<file path="config.mk">
export PLATFORM = sky130hd
export DESIGN_NAME = packed_rle_capture_decoder
export DESIGN_NICKNAME = d
export VERILOG_FILES = /design/src/hw/rtl/prcd_pkg.sv /design/src/hw/rtl/prcd_front.sv /design/src/hw/rtl/prcd_queue.sv /design/src/hw/rtl/prcd_back.sv /design/src/hw/rtl/packed_rle_capture_decoder.sv
export SDC_FILE = /design/constraint.sdc
export NUM_CORES = 1
export LEC_CHECK = 0
export ABC_AREA = 0
export BUFFER_PORTS_ARGS = -buffer_cell sky130_fd_sc_hd__clkbuf_2
export CAP_MARGIN = 20
export CORE_MARGIN = 2
export CORE_UTILIZATION = 34
export CTS_CLUSTER_DIAMETER = 50
export DETAILED_ROUTE_END_ITERATION = 7
export PLACE_DENSITY_LB_ADDON = 0.12
export RECOVER_POWER = 25
export SETUP_SLACK_MARGIN = 0.1
export SLEW_MARGIN = 40
export SYNTH_ARGS = -nofsm -noshare
export SYNTH_HDL_FRONTEND = slang
export SYNTH_SLANG_ARGS = --single-unit
</file>
<file path="constraint.sdc">
create_clock -name aclk -period 7.65 [get_ports aclk]
set_input_delay 1.1475 -clock aclk [delete_from_list [all_inputs] [get_ports aclk]]
set_output_delay 1.1475 -clock aclk [all_outputs]
set_load 0.01 [all_outputs]
</file>
<file path="src/hw/rtl/prcd_pkg.sv">
`timescale 1ns / 1ps
// Shared types and constants for the packed run-length capture decoder.
// No dependencies; used by every module of the block.
package prcd_pkg;

    localparam int SLICE_WORDS      = 8;
    localparam int XFER_W           = 32;
    localparam int WORD_W           = 36;
    localparam int NUM_CH           = 34;
    localparam int RUN_W            = 38;
    localparam int LIMIT_W          = 40;
    localparam int VALID_W          = 19;
    localparam int SLOT_W           = 4;
    localparam int KIDX_W           = 3;
    localparam int QUEUE_DEPTH      = 4;
    localparam int QPTR_W           = 2;
    localparam int QCNT_W           = 3;
    localparam int MEMORY_WORDS_DEF = 262144;
    localparam int CFG_IDX_W        = 1;
    localparam int CFG_DATA_W       = 40;
    localparam int OUT_TDATA_W      = 72;

    // Register indexes of the configuration port
    localparam logic [CFG_IDX_W-1:0] CFG_VALID_WORDS  = 1'b0;
    localparam logic [CFG_IDX_W-1:0] CFG_SAMPLE_LIMIT = 1'b1;

    // One rebuilt capture word on its way from front to back
    typedef struct packed {
        logic              clr;   // first word of a slice that began a capture
        logic              eos;   // last capture word of its slice
        logic [WORD_W-1:0] word;
    } qentry_t;

endpackage

</file>
<file path="src/hw/rtl/prcd_front.sv">
`timescale 1ns / 1ps
// Front end: buffers eight transfer words, merges the nibble word and
// pushes rebuilt 36-bit capture words into the queue. Uses prcd_pkg.
module prcd_front (
    input  logic                          aclk,
    input  logic                          aresetn,
    input  logic                          s_tvalid,
    output logic                          s_tready,
    input  logic [prcd_pkg::XFER_W-1:0]   s_word,
    input  logic                          s_start,
    output logic                          q_push,
    output prcd_pkg::qentry_t             q_entry,
    input  logic                          q_full
);

    typedef enum logic {F_FILL, F_UNLOAD} fstate_t;

    fstate_t                         state_reg, state_next;
    logic [prcd_pkg::SLOT_W-1:0]     slot_reg, slot_next;
    logic [prcd_pkg::KIDX_W-1:0]     k_reg, k_next;
    logic                            flag_reg, flag_next;
    logic [prcd_pkg::XFER_W-1:0]     nibble_reg, nibble_next;
    logic [prcd_pkg::XFER_W-1:0]     buf_reg [prcd_pkg::SLICE_WORDS];

    logic                            accept;
    logic [prcd_pkg::SLOT_W-1:0]     eff_slot;
    logic                            is_nibble;
    logic [prcd_pkg::KIDX_W-1:0]     nib_idx;

    assign s_tready  = (state_reg == F_FILL);
    assign accept    = s_tvalid && s_tready;
    // a start of capture always lands the word in slot 0
    assign eff_slot  = s_start ? '0 : slot_reg;
    assign is_nibble = (eff_slot == prcd_pkg::SLOT_W'(prcd_pkg::SLICE_WORDS));
    // word k takes nibble 7-k of the ninth word
    assign nib_idx   = ~k_reg;

    assign q_push        = (state_reg == F_UNLOAD) && !q_full;
    assign q_entry.word  = {nibble_reg[{nib_idx, 2'b00} +: 4], buf_reg[k_reg]};
    assign q_entry.clr   = flag_reg && (k_reg == '0);
    assign q_entry.eos   = (k_reg == prcd_pkg::KIDX_W'(prcd_pkg::SLICE_WORDS - 1));

    always_comb begin
        state_next  = state_reg;
        slot_next   = slot_reg;
        k_next      = k_reg;
        flag_next   = flag_reg;
        nibble_next = nibble_reg;
        case (state_reg)
            F_FILL: begin
                if (accept) begin
                    if (is_nibble) begin
                        nibble_next = s_word;
                        slot_next   = '0;
                        k_next      = '0;
                        state_next  = F_UNLOAD;
                    end else begin
                        slot_next = eff_slot + prcd_pkg::SLOT_W'(1);
                        if (eff_slot == '0) begin
                            flag_next = s_start;
                        end
                    end
                end
            end
            F_UNLOAD: begin
                if (q_push) begin
                    k_next = k_reg + prcd_pkg::KIDX_W'(1);
                    if (q_entry.eos) begin
                        state_next = F_FILL;
                    end
                end
            end
            default: state_next = F_FILL;
        endcase
    end

    always_ff @(posedge aclk) begin
        nibble_reg <= nibble_next;
        k_reg      <= k_next;
        flag_reg   <= flag_next;
        if (accept && !is_nibble) begin
            buf_reg[eff_slot[prcd_pkg::KIDX_W-1:0]] <= s_word;
        end
        if (!aresetn) begin
            state_reg <= F_FILL;
            slot_reg  <= '0;
        end else begin
            state_reg <= state_next;
            slot_reg  <= slot_next;
        end
    end

endmodule

</file>
<file path="src/hw/rtl/prcd_queue.sv">
`timescale 1ns / 1ps
// Short FIFO of capture words between the front and back ends.
// Uses prcd_pkg for the entry type and depth.
module prcd_queue (
    input  logic              aclk,
    input  logic              aresetn,
    input  logic              push,
    input  prcd_pkg::qentry_t wr_entry,
    output logic              full,
    input  logic              pop,
    output prcd_pkg::qentry_t rd_entry,
    output logic              not_empty
);

    prcd_pkg::qentry_t               mem_reg [prcd_pkg::QUEUE_DEPTH];
    logic [prcd_pkg::QPTR_W-1:0]     wr_ptr_reg, rd_ptr_reg;
    logic [prcd_pkg::QCNT_W-1:0]     cnt_reg;
    logic                            do_push, do_pop;

    assign full      = (cnt_reg == prcd_pkg::QCNT_W'(prcd_pkg::QUEUE_DEPTH));
    assign not_empty = (cnt_reg != '0);
    assign do_push   = push && !full;
    assign do_pop    = pop && not_empty;
    assign rd_entry  = mem_reg[rd_ptr_reg];

    always_ff @(posedge aclk) begin
        if (do_push) begin
            mem_reg[wr_ptr_reg] <= wr_entry;
        end
        if (!aresetn) begin
            wr_ptr_reg <= '0;
            rd_ptr_reg <= '0;
            cnt_reg    <= '0;
        end else begin
            if (do_push) begin
                wr_ptr_reg <= wr_ptr_reg + prcd_pkg::QPTR_W'(1);
            end
            if (do_pop) begin
                rd_ptr_reg <= rd_ptr_reg + prcd_pkg::QPTR_W'(1);
            end
            case ({do_push, do_pop})
                2'b10:   cnt_reg <= cnt_reg + prcd_pkg::QCNT_W'(1);
                2'b01:   cnt_reg <= cnt_reg - prcd_pkg::QCNT_W'(1);
                default: cnt_reg <= cnt_reg;
            endcase
        end
    end

endmodule

</file>
<file path="src/hw/rtl/prcd_back.sv">
`timescale 1ns / 1ps
// Back end: decodes capture words into runs, clips them to the sample
// limit and drives the result register. Uses prcd_pkg.
module prcd_back #(
    parameter int MEMORY_WORDS = prcd_pkg::MEMORY_WORDS_DEF
) (
    input  logic                           aclk,
    input  logic                           aresetn,
    input  logic                           q_valid,
    input  prcd_pkg::qentry_t              q_entry,
    output logic                           q_pop,
    input  logic [prcd_pkg::VALID_W-1:0]   valid_words,
    input  logic [prcd_pkg::LIMIT_W-1:0]   sample_limit,
    output logic                           m_tvalid,
    input  logic                           m_tready,
    output logic [prcd_pkg::NUM_CH-1:0]    m_sample,
    output logic [prcd_pkg::RUN_W-1:0]     m_count,
    output logic                           m_hit,
    output logic                           m_last
);

    localparam int WD_W  = $clog2(MEMORY_WORDS + 1);
    localparam int CMP_W = (WD_W > prcd_pkg::VALID_W) ? WD_W : prcd_pkg::VALID_W;
    localparam logic [CMP_W-1:0] MEM_STOP = CMP_W'(MEMORY_WORDS);

    typedef enum logic [1:0] {B_DECODE, B_EMIT, B_FLUSH} bstate_t;

    bstate_t                          state_reg, state_next;
    logic                             expect_reg, expect_next;
    logic [WD_W-1:0]                  words_reg, words_next;
    logic [prcd_pkg::LIMIT_W-1:0]     samples_reg, samples_next;
    logic                             finished_reg, finished_next;
    logic [prcd_pkg::NUM_CH-1:0]      sample_reg, sample_next;
    logic [prcd_pkg::RUN_W-1:0]       run_reg, run_next;
    logic [prcd_pkg::LIMIT_W-1:0]     remain_reg, remain_next;
    logic                             eos_reg, eos_next;
    // held result: its last flag is known only once the slice is done
    logic                             hold_valid_reg, hold_valid_next;
    logic [prcd_pkg::NUM_CH-1:0]      hold_sample_reg, hold_sample_next;
    logic [prcd_pkg::RUN_W-1:0]       hold_count_reg, hold_count_next;
    logic                             hold_hit_reg, hold_hit_next;
    logic                             out_valid_reg, out_valid_next;
    logic [prcd_pkg::NUM_CH-1:0]      out_sample_reg, out_sample_next;
    logic [prcd_pkg::RUN_W-1:0]       out_count_reg, out_count_next;
    logic                             out_hit_reg, out_hit_next;
    logic                             out_last_reg, out_last_next;

    logic                             clr;
    logic                             eff_expect, eff_finished;
    logic [WD_W-1:0]                  eff_words;
    logic [prcd_pkg::LIMIT_W-1:0]     eff_samples;
    logic [CMP_W-1:0]                 vw_ext, stop, words_ext;
    logic                             past_stop, at_limit;
    logic                             out_free;
    logic                             hit;
    logic [prcd_pkg::RUN_W-1:0]       count;
    logic [prcd_pkg::WORD_W-1:0]      w;

    assign q_pop       = (state_reg == B_DECODE) && q_valid;
    assign w           = q_entry.word;
    assign clr         = q_pop && q_entry.clr;
    assign eff_expect  = clr ? 1'b0 : expect_reg;
    assign eff_words   = clr ? '0 : words_reg;
    assign eff_samples = clr ? '0 : samples_reg;
    assign eff_finished = clr ? 1'b0 : finished_reg;
    assign vw_ext      = CMP_W'(valid_words);
    assign stop        = (vw_ext < MEM_STOP) ? vw_ext : MEM_STOP;
    assign words_ext   = CMP_W'(eff_words);
    assign past_stop   = eff_finished || (words_ext >= stop);
    assign at_limit    = (eff_samples >= sample_limit);
    assign out_free    = !out_valid_reg || m_tready;

    // remaining is at least one here, so a clipped count fits the run width
    assign hit   = ({2'b00, run_reg} >= remain_reg);
    assign count = hit ? remain_reg[prcd_pkg::RUN_W-1:0] : run_reg;

    assign m_tvalid = out_valid_reg;
    assign m_sample = out_sample_reg;
    assign m_count  = out_count_reg;
    assign m_hit    = out_hit_reg;
    assign m_last   = out_last_reg;

    always_comb begin
        state_next       = state_reg;
        expect_next      = expect_reg;
        words_next       = words_reg;
        samples_next     = samples_reg;
        finished_next    = finished_reg;
        sample_next      = sample_reg;
        run_next         = run_reg;
        remain_next      = remain_reg;
        eos_next         = eos_reg;
        hold_valid_next  = hold_valid_reg;
        hold_sample_next = hold_sample_reg;
        hold_count_next  = hold_count_reg;
        hold_hit_next    = hold_hit_reg;
        out_valid_next   = out_valid_reg && !m_tready;
        out_sample_next  = out_sample_reg;
        out_count_next   = out_count_reg;
        out_hit_next     = out_hit_reg;
        out_last_next    = out_last_reg;
        case (state_reg)
            B_DECODE: begin
                if (q_pop) begin
                    expect_next   = eff_expect;
                    words_next    = eff_words;
                    samples_next  = eff_samples;
                    finished_next = eff_finished;
                    remain_next   = sample_limit - eff_samples;
                    eos_next      = q_entry.eos;
                    state_next    = q_entry.eos ? B_FLUSH : B_DECODE;
                    if (!past_stop) begin
                        if (at_limit) begin
                            finished_next = 1'b1;
                        end else begin
                            words_next = eff_words + WD_W'(1);
                            if (!eff_expect) begin
                                sample_next = w[prcd_pkg::NUM_CH-1:0];
                                run_next    = {37'd0, w[prcd_pkg::NUM_CH]} + 38'd1;
                                if (w[prcd_pkg::WORD_W-1]) begin
                                    expect_next = 1'b1;
                                end else begin
                                    state_next = B_EMIT;
                                end
                            end else begin
                                run_next    = run_reg + {1'b0, w, 1'b0};
                                expect_next = 1'b0;
                                state_next  = B_EMIT;
                            end
                        end
                    end
                end
            end
            B_EMIT: begin
                if (!hold_valid_reg || out_free) begin
                    if (hold_valid_reg) begin
                        out_valid_next  = 1'b1;
                        out_sample_next = hold_sample_reg;
                        out_count_next  = hold_count_reg;
                        out_hit_next    = hold_hit_reg;
                        out_last_next   = 1'b0;
                    end
                    hold_valid_next  = 1'b1;
                    hold_sample_next = sample_reg;
                    hold_count_next  = count;
                    hold_hit_next    = hit;
                    samples_next     = hit ? sample_limit
                                           : samples_reg + prcd_pkg::LIMIT_W'(run_reg);
                    run_next         = '0;
                    finished_next    = finished_reg || hit;
                    state_next       = eos_reg ? B_FLUSH : B_DECODE;
                end
            end
            B_FLUSH: begin
                if (!hold_valid_reg) begin
                    state_next = B_DECODE;
                end else if (out_free) begin
                    out_valid_next  = 1'b1;
                    out_sample_next = hold_sample_reg;
                    out_count_next  = hold_count_reg;
                    out_hit_next    = hold_hit_reg;
                    out_last_next   = 1'b1;
                    hold_valid_next = 1'b0;
                    state_next      = B_DECODE;
                end
            end
            default: state_next = B_DECODE;
        endcase
    end

    always_ff @(posedge aclk) begin
        sample_reg      <= sample_next;
        run_reg         <= run_next;
        remain_reg      <= remain_next;
        eos_reg         <= eos_next;
        hold_sample_reg <= hold_sample_next;
        hold_count_reg  <= hold_count_next;
        hold_hit_reg    <= hold_hit_next;
        out_sample_reg  <= out_sample_next;
        out_count_reg   <= out_count_next;
        out_hit_reg     <= out_hit_next;
        out_last_reg    <= out_last_next;
        if (!aresetn) begin
            state_reg      <= B_DECODE;
            expect_reg     <= 1'b0;
            words_reg      <= '0;
            samples_reg    <= '0;
            finished_reg   <= 1'b0;
            hold_valid_reg <= 1'b0;
            out_valid_reg  <= 1'b0;
        end else begin
            state_reg      <= state_next;
            expect_reg     <= expect_next;
            words_reg      <= words_next;
            samples_reg    <= samples_next;
            finished_reg   <= finished_next;
            hold_valid_reg <= hold_valid_next;
            out_valid_reg  <= out_valid_next;
        end
    end

endmodule

</file>
<file path="src/hw/rtl/packed_rle_capture_decoder.sv">
`timescale 1ns / 1ps
// Top level of the packed run-length capture decoder: configuration
// registers and the front end / queue / back end. Uses prcd_pkg.
//
//  channel   dir  handshake          payload
//  s_        in   s_tvalid/s_tready  s_tdata transfer word, s_tuser start
//  m_        out  m_tvalid/m_tready  m_tdata sample+count, m_tuser limit,
//                                    m_tlast last run of the slice
//  cfg_      in   cfg_we             cfg_addr register index, cfg_wdata
//
// Flow: a slice of nine transfer words is taken in at the input: nine
//   accepts, then the eight rebuilt words are moved into the queue while
//   s_tready is low. The back end spends a decode step on each capture
//   word, an emit step on each run and a flush step on each slice to
//   release the last run; emit and flush wait while the result is stalled.
// Reset: aresetn is synchronous and active low; it clears control state,
//   sets valid_words to 0 and sample_limit to all ones.
// Stalls: the queue decouples the halves, and the result register holds a
//   transaction while m_tready is low without blocking decoding of the
//   next run into the hold stage.
module packed_rle_capture_decoder #(
    parameter int MEMORY_WORDS = prcd_pkg::MEMORY_WORDS_DEF
) (
    input  logic                                aclk,
    input  logic                                aresetn,
    // fields from bit 0: transfer_word[31:0]
    input  logic                                s_tvalid,
    output logic                                s_tready,
    input  logic [prcd_pkg::XFER_W-1:0]         s_tdata,
    // fields from bit 0: start_capture
    input  logic [0:0]                          s_tuser,
    // fields from bit 0: sample_value[33:0], run_count[71:34]
    output logic                                m_tvalid,
    input  logic                                m_tready,
    output logic [prcd_pkg::OUT_TDATA_W-1:0]    m_tdata,
    // fields from bit 0: limit_reached
    output logic [0:0]                          m_tuser,
    output logic                                m_tlast,
    input  logic                                cfg_we,
    input  logic [prcd_pkg::CFG_IDX_W-1:0]      cfg_addr,
    input  logic [prcd_pkg::CFG_DATA_W-1:0]     cfg_wdata
);

    logic [prcd_pkg::VALID_W-1:0]   valid_words_reg;
    logic [prcd_pkg::LIMIT_W-1:0]   sample_limit_reg;

    logic                           q_push, q_full, q_pop, q_valid;
    prcd_pkg::qentry_t              q_wr, q_rd;
    logic [prcd_pkg::NUM_CH-1:0]    res_sample;
    logic [prcd_pkg::RUN_W-1:0]     res_count;
    logic                           res_hit;

    // configuration registers; write only while the block is idle (not enforced by the block)
    always_ff @(posedge aclk) begin
        if (!aresetn) begin
            valid_words_reg  <= '0;
            sample_limit_reg <= '1;
        end else if (cfg_we) begin
            case (cfg_addr)
                prcd_pkg::CFG_VALID_WORDS:
                    valid_words_reg <= cfg_wdata[prcd_pkg::VALID_W-1:0];
                prcd_pkg::CFG_SAMPLE_LIMIT:
                    sample_limit_reg <= cfg_wdata[prcd_pkg::LIMIT_W-1:0];
                default: ;
            endcase
        end
    end

    prcd_front u_front (
        .aclk     (aclk),
        .aresetn  (aresetn),
        .s_tvalid (s_tvalid),
        .s_tready (s_tready),
        .s_word   (s_tdata),
        .s_start  (s_tuser[0]),
        .q_push   (q_push),
        .q_entry  (q_wr),
        .q_full   (q_full)
    );

    prcd_queue u_queue (
        .aclk      (aclk),
        .aresetn   (aresetn),
        .push      (q_push),
        .wr_entry  (q_wr),
        .full      (q_full),
        .pop       (q_pop),
        .rd_entry  (q_rd),
        .not_empty (q_valid)
    );

    prcd_back #(
        .MEMORY_WORDS (MEMORY_WORDS)
    ) u_back (
        .aclk         (aclk),
        .aresetn      (aresetn),
        .q_valid      (q_valid),
        .q_entry      (q_rd),
        .q_pop        (q_pop),
        .valid_words  (valid_words_reg),
        .sample_limit (sample_limit_reg),
        .m_tvalid     (m_tvalid),
        .m_tready     (m_tready),
        .m_sample     (res_sample),
        .m_count      (res_count),
        .m_hit        (res_hit),
        .m_last       (m_tlast)
    );

    assign m_tdata    = {res_count, res_sample};
    assign m_tuser[0] = res_hit;

endmodule

</file>
==> run_results.csv <==
group,metric,value,unit
clock_tree,cts_root_buf,"clkbuf_16",
pwr,clockPowerShare,38.1,%
die,die_height,339,µm
timing,fin_hold_ws,404,ps
timing,fin_crit,5500,ps
place,placed_cells,4373,
detailed_routing,vias,23224,
synth,seq_area_frac_synth,62.6,%
pwr,p_int,8810,µW
finish,largest_reg_flops,256,
pwr,seqPwrFrac,45.4,%
finish,fillers,10637,
timing,setup_viol,0,
pwr,cellLeakagePower,0.0157,µW
synth,yosysWarnings,0,
pwr,total_power,12300,µW
die,pin_count,155,
clock_tree,cts_sinks,845,
timing,rsz0062_at_grt,"no",
timing,finalSetupTns,0,ps
place,gp_congestion,0.871,
timing,fmax,182,MHz
setup_path,cp.required,8000,ps
setup_path,critPathLaunchType,"flip-flop",
status,violations,"max-capacitance violations, max-slew violations",
global_routing,grt_pass1_wl,150000,µm
setup_path,crit_chain,"nor3_1 -> nor2b_4 -> nand2_2 -> buf_4 -> nand2_1 -> ha_1 -> and3_1 -> and3_1 -> and2_1 -> nand3_1 -> nor2_1 -> a2111oi_2 -> nor3_2 -> buf_4 -> nand2_2 -> a21oi_4 -> buf_4",
pwr,p_sw_share,28.1,%
clock_tree,cts_hold_buf,0,
finish,post-route-cell-area,44200,µm²
timing,post-route-period-util,71.9,%
timing,drv_slew,43,
setup_path,path_max_fanout,36,
die,rows,123,
clock_tree,clockBufferDepth,3,
clock_tree,cts_tree,"yes",
pwr,powerDensity,278,nW/µm²
finish,regArea,24000,µm²
pwr,netSwitchingPower,3450,µW
detailed_routing,avgViaCountPerCell,5.09,
pwr,vdd_drop_max,0.195,mV
global_routing,grt_pass1_vias,23746,
place,placed_cell_area,40900,µm²
timing,tightest_slew,1780,ps
synth,ys_ff_latch,845,
synth,syn-instance-count,2789,
synth,synth_nets,3058,
synth,synth_edf_count,704,
detailed_routing,ant_nets,0,
setup_path,end_kind,"flip-flop",
pwr,pwr-share-comb,16.5,%
finish,nets,3248,
clock_tree,htreeDepth,3,
finish,instances_no_fill,4566,
detailed_routing,drc,0,
finish,drive_gt1_share,17.9,%
die,start_util,34.1,%
clock_tree,cts_made_buffers,102,
die,die_area,115000,µm²
setup_path,critPathMaxStageDelay,570,ps
status,status,"finished, violations left",
die,core_area,112000,µm²
timing,skew,50.8,ps
global_routing,grt_max_degree,65,
place,port-buffer-count,154,
clock_tree,worst_skew_pair.late_latency,700,ps
detailed_routing,drtPass1Iterations,5,
finish,multiInputGateArea,13600,µm²
synth,yosys.cell_types.count,77,
setup_path,crit_arrival,5850,ps
setup_path,crit_top_cell,"buf_4",
detailed_routing,wire_per_inst,22.0,µm
global_routing,antenna_found_initial,8,
global_routing,grt.total_usage,17.3,%
timing,finalHoldViolCount,0,
clock_tree,clk_pin_slew_worst_paths,60,ps
finish,area_growth_syn_to_layout,15.4,%
die,die-width,339,µm
setup_path,critPathKind,"flip-flop to flip-flop",
synth,avgSynthCellArea,13.7,µm²
flow_run,maxCapViolations,1,
detailed_routing,dr.first_iter.drc_count,1386,
setup_path,cpMaxStageDelayCell,"nor3_1",
global_routing,grt-ovfl-total,0,
min_path,holdCritPathClass,"flip-flop to flip-flop",
timing,relSlewSlack,-18.9,%
clock_tree,cts_resized,0,
clock_tree,postCtsSetupRepairBufs,0,
synth,synth_flop_cell,"edfxtp_1",
synth,synthArstFlopShare,0,%
detailed_routing,routed_wirelength,101000,µm
place,post-dp-hpwl,70100,µm
synth,syn_area,38300,µm²
==> cells in the mapped netlist (all sizes together), types with 5 or more instances <==
cell type  count  area share [%]
a2111oi        8            0.23
a211oi        23            0.45
a21boi         5           0.098
a21o          63             1.2
a21oi        158             2.1
a221o          7            0.18
a22oi         19            0.37
a31o           5            0.11
a31oi         19            0.31
and2          53            0.87
and3          23            0.38
buf           27            0.33
clkbuf        80            0.79
dfxtp        141             7.4
edfxtp       704              55
ha           186             6.1
inv           90            0.88
mux2          78             2.3
mux2i          9            0.24
mux4         110             6.5
nand2        294             2.9
nand2b        25            0.41
nand3         75             1.0
nand4         42            0.70
nor2         160             1.6
nor2b         19            0.31
nor3          27            0.37
o211ai        13            0.28
o21a          19            0.37
o21ai         99             1.3
o21bai        12            0.24
o22ai          5           0.082
o31ai          7            0.16
or3            7            0.11
xnor2         70             1.6
xor2          50             1.1
==> final timing paths <==
kind / depth (start not counted) / startpoint / slack, ps / endpoint
worst max-delay path: 17 / u_queue.cnt_reg[0] / 2150 / u_back.sample_reg[7]
worst min-delay path: 0 / u_back.hold_count_reg[26] / 400 / u_back.m_count[26]
worst max register to register: 17 / u_queue.cnt_reg[0] / 2150 / u_back.sample_reg[7]
worst min register to register: 0 / u_back.hold_count_reg[26] / 400 / u_back.m_count[26]
==> metal layers <==
layer  up-vias  part of all wire (%)  routed length (µm)  global-route usage [%]
li1      10973                     -                   -                       -
met1     11644                    46               46200                    23.4
met2       462                    48               48400                    29.0
met3       141                   3.8                3790                    2.60
met4         4                   2.2                2200                    4.78
met5         -                 0.025                  25                       0
==> placed cells by master, fill, tap and decap left out, types with 77 or more instances in the layout <==
cell type  synthesis  routed
dfxtp_1          141     137
edfxtp_1         704     704
o21ai_0           77      77
mux4_2           110     110
nand2_1          293     291
ha_1             186     186
clkbuf_16          0     103
clkbuf_2           1     120
a21oi_1          157     154
inv_1             90      90
nor2_1           160     153
==> metrics by stage <==
| stage | utilization (%) | setup slack (ps) |
|---|---|---|
| CTS | 39.4 | 1990 |
| floorplan | - | 1540 |
| finish | 39.4 | 2150 |
| global placement | 36.5 | 2220 |
| global route | 39.4 | 1760 |
| detailed placement | 36.5 | 2020 |
==> power groups by stage <==
stage,combinational [µW],clock [µW],sequential (µW)
global route,2250,5000,5590
floorplan,1340,0,5620
CTS,2040,4810,5580
finish,2030,4670,5560
detailed placement,2020,0,5670
global placement,2000,0,5670
==> area by class of cell <==
cell class,instances,area share (%)
flip-flops and latches,845,54.3
multi-input cells,1745,30.9
clock buffers,125,6.07
well taps,1500,4.25
repair buffers,193,2.35
clock inverters,64,1.35
inverters,92,0.782
diodes,2,0.0113
==> critical path: cells and delay by family (launching register included) <==
family / cells / cell delay, ps
flip-flops: 1 / 340
buffers and inverters: 3 / 1240
AO/OA/AOI/OAI: 2 / 620
adder cells (fa/ha/maj): 1 / 390
AND/OR/NAND/NOR: 11 / 2440
==> logic make-up (layout without fill, tap and decap cells) <==
group / Yosys count / after routing / share of synthesized area (%)
AO/OA/AOI/OAI: 496 / 496 / 8.32
XOR/XNOR: 120 / 120 / 2.75
adder cells (fa/ha/maj): 190 / 190 / 6.29
buffers and inverters: 199 / 474 / 2.02
flip-flops: 845 / 845 / 62.6
multiplexers: 197 / 197 / 9.01
other: 0 / 2 / 0
AND/OR/NAND/NOR: 742 / 742 / 8.97
(Power assumes the default switching activity.)
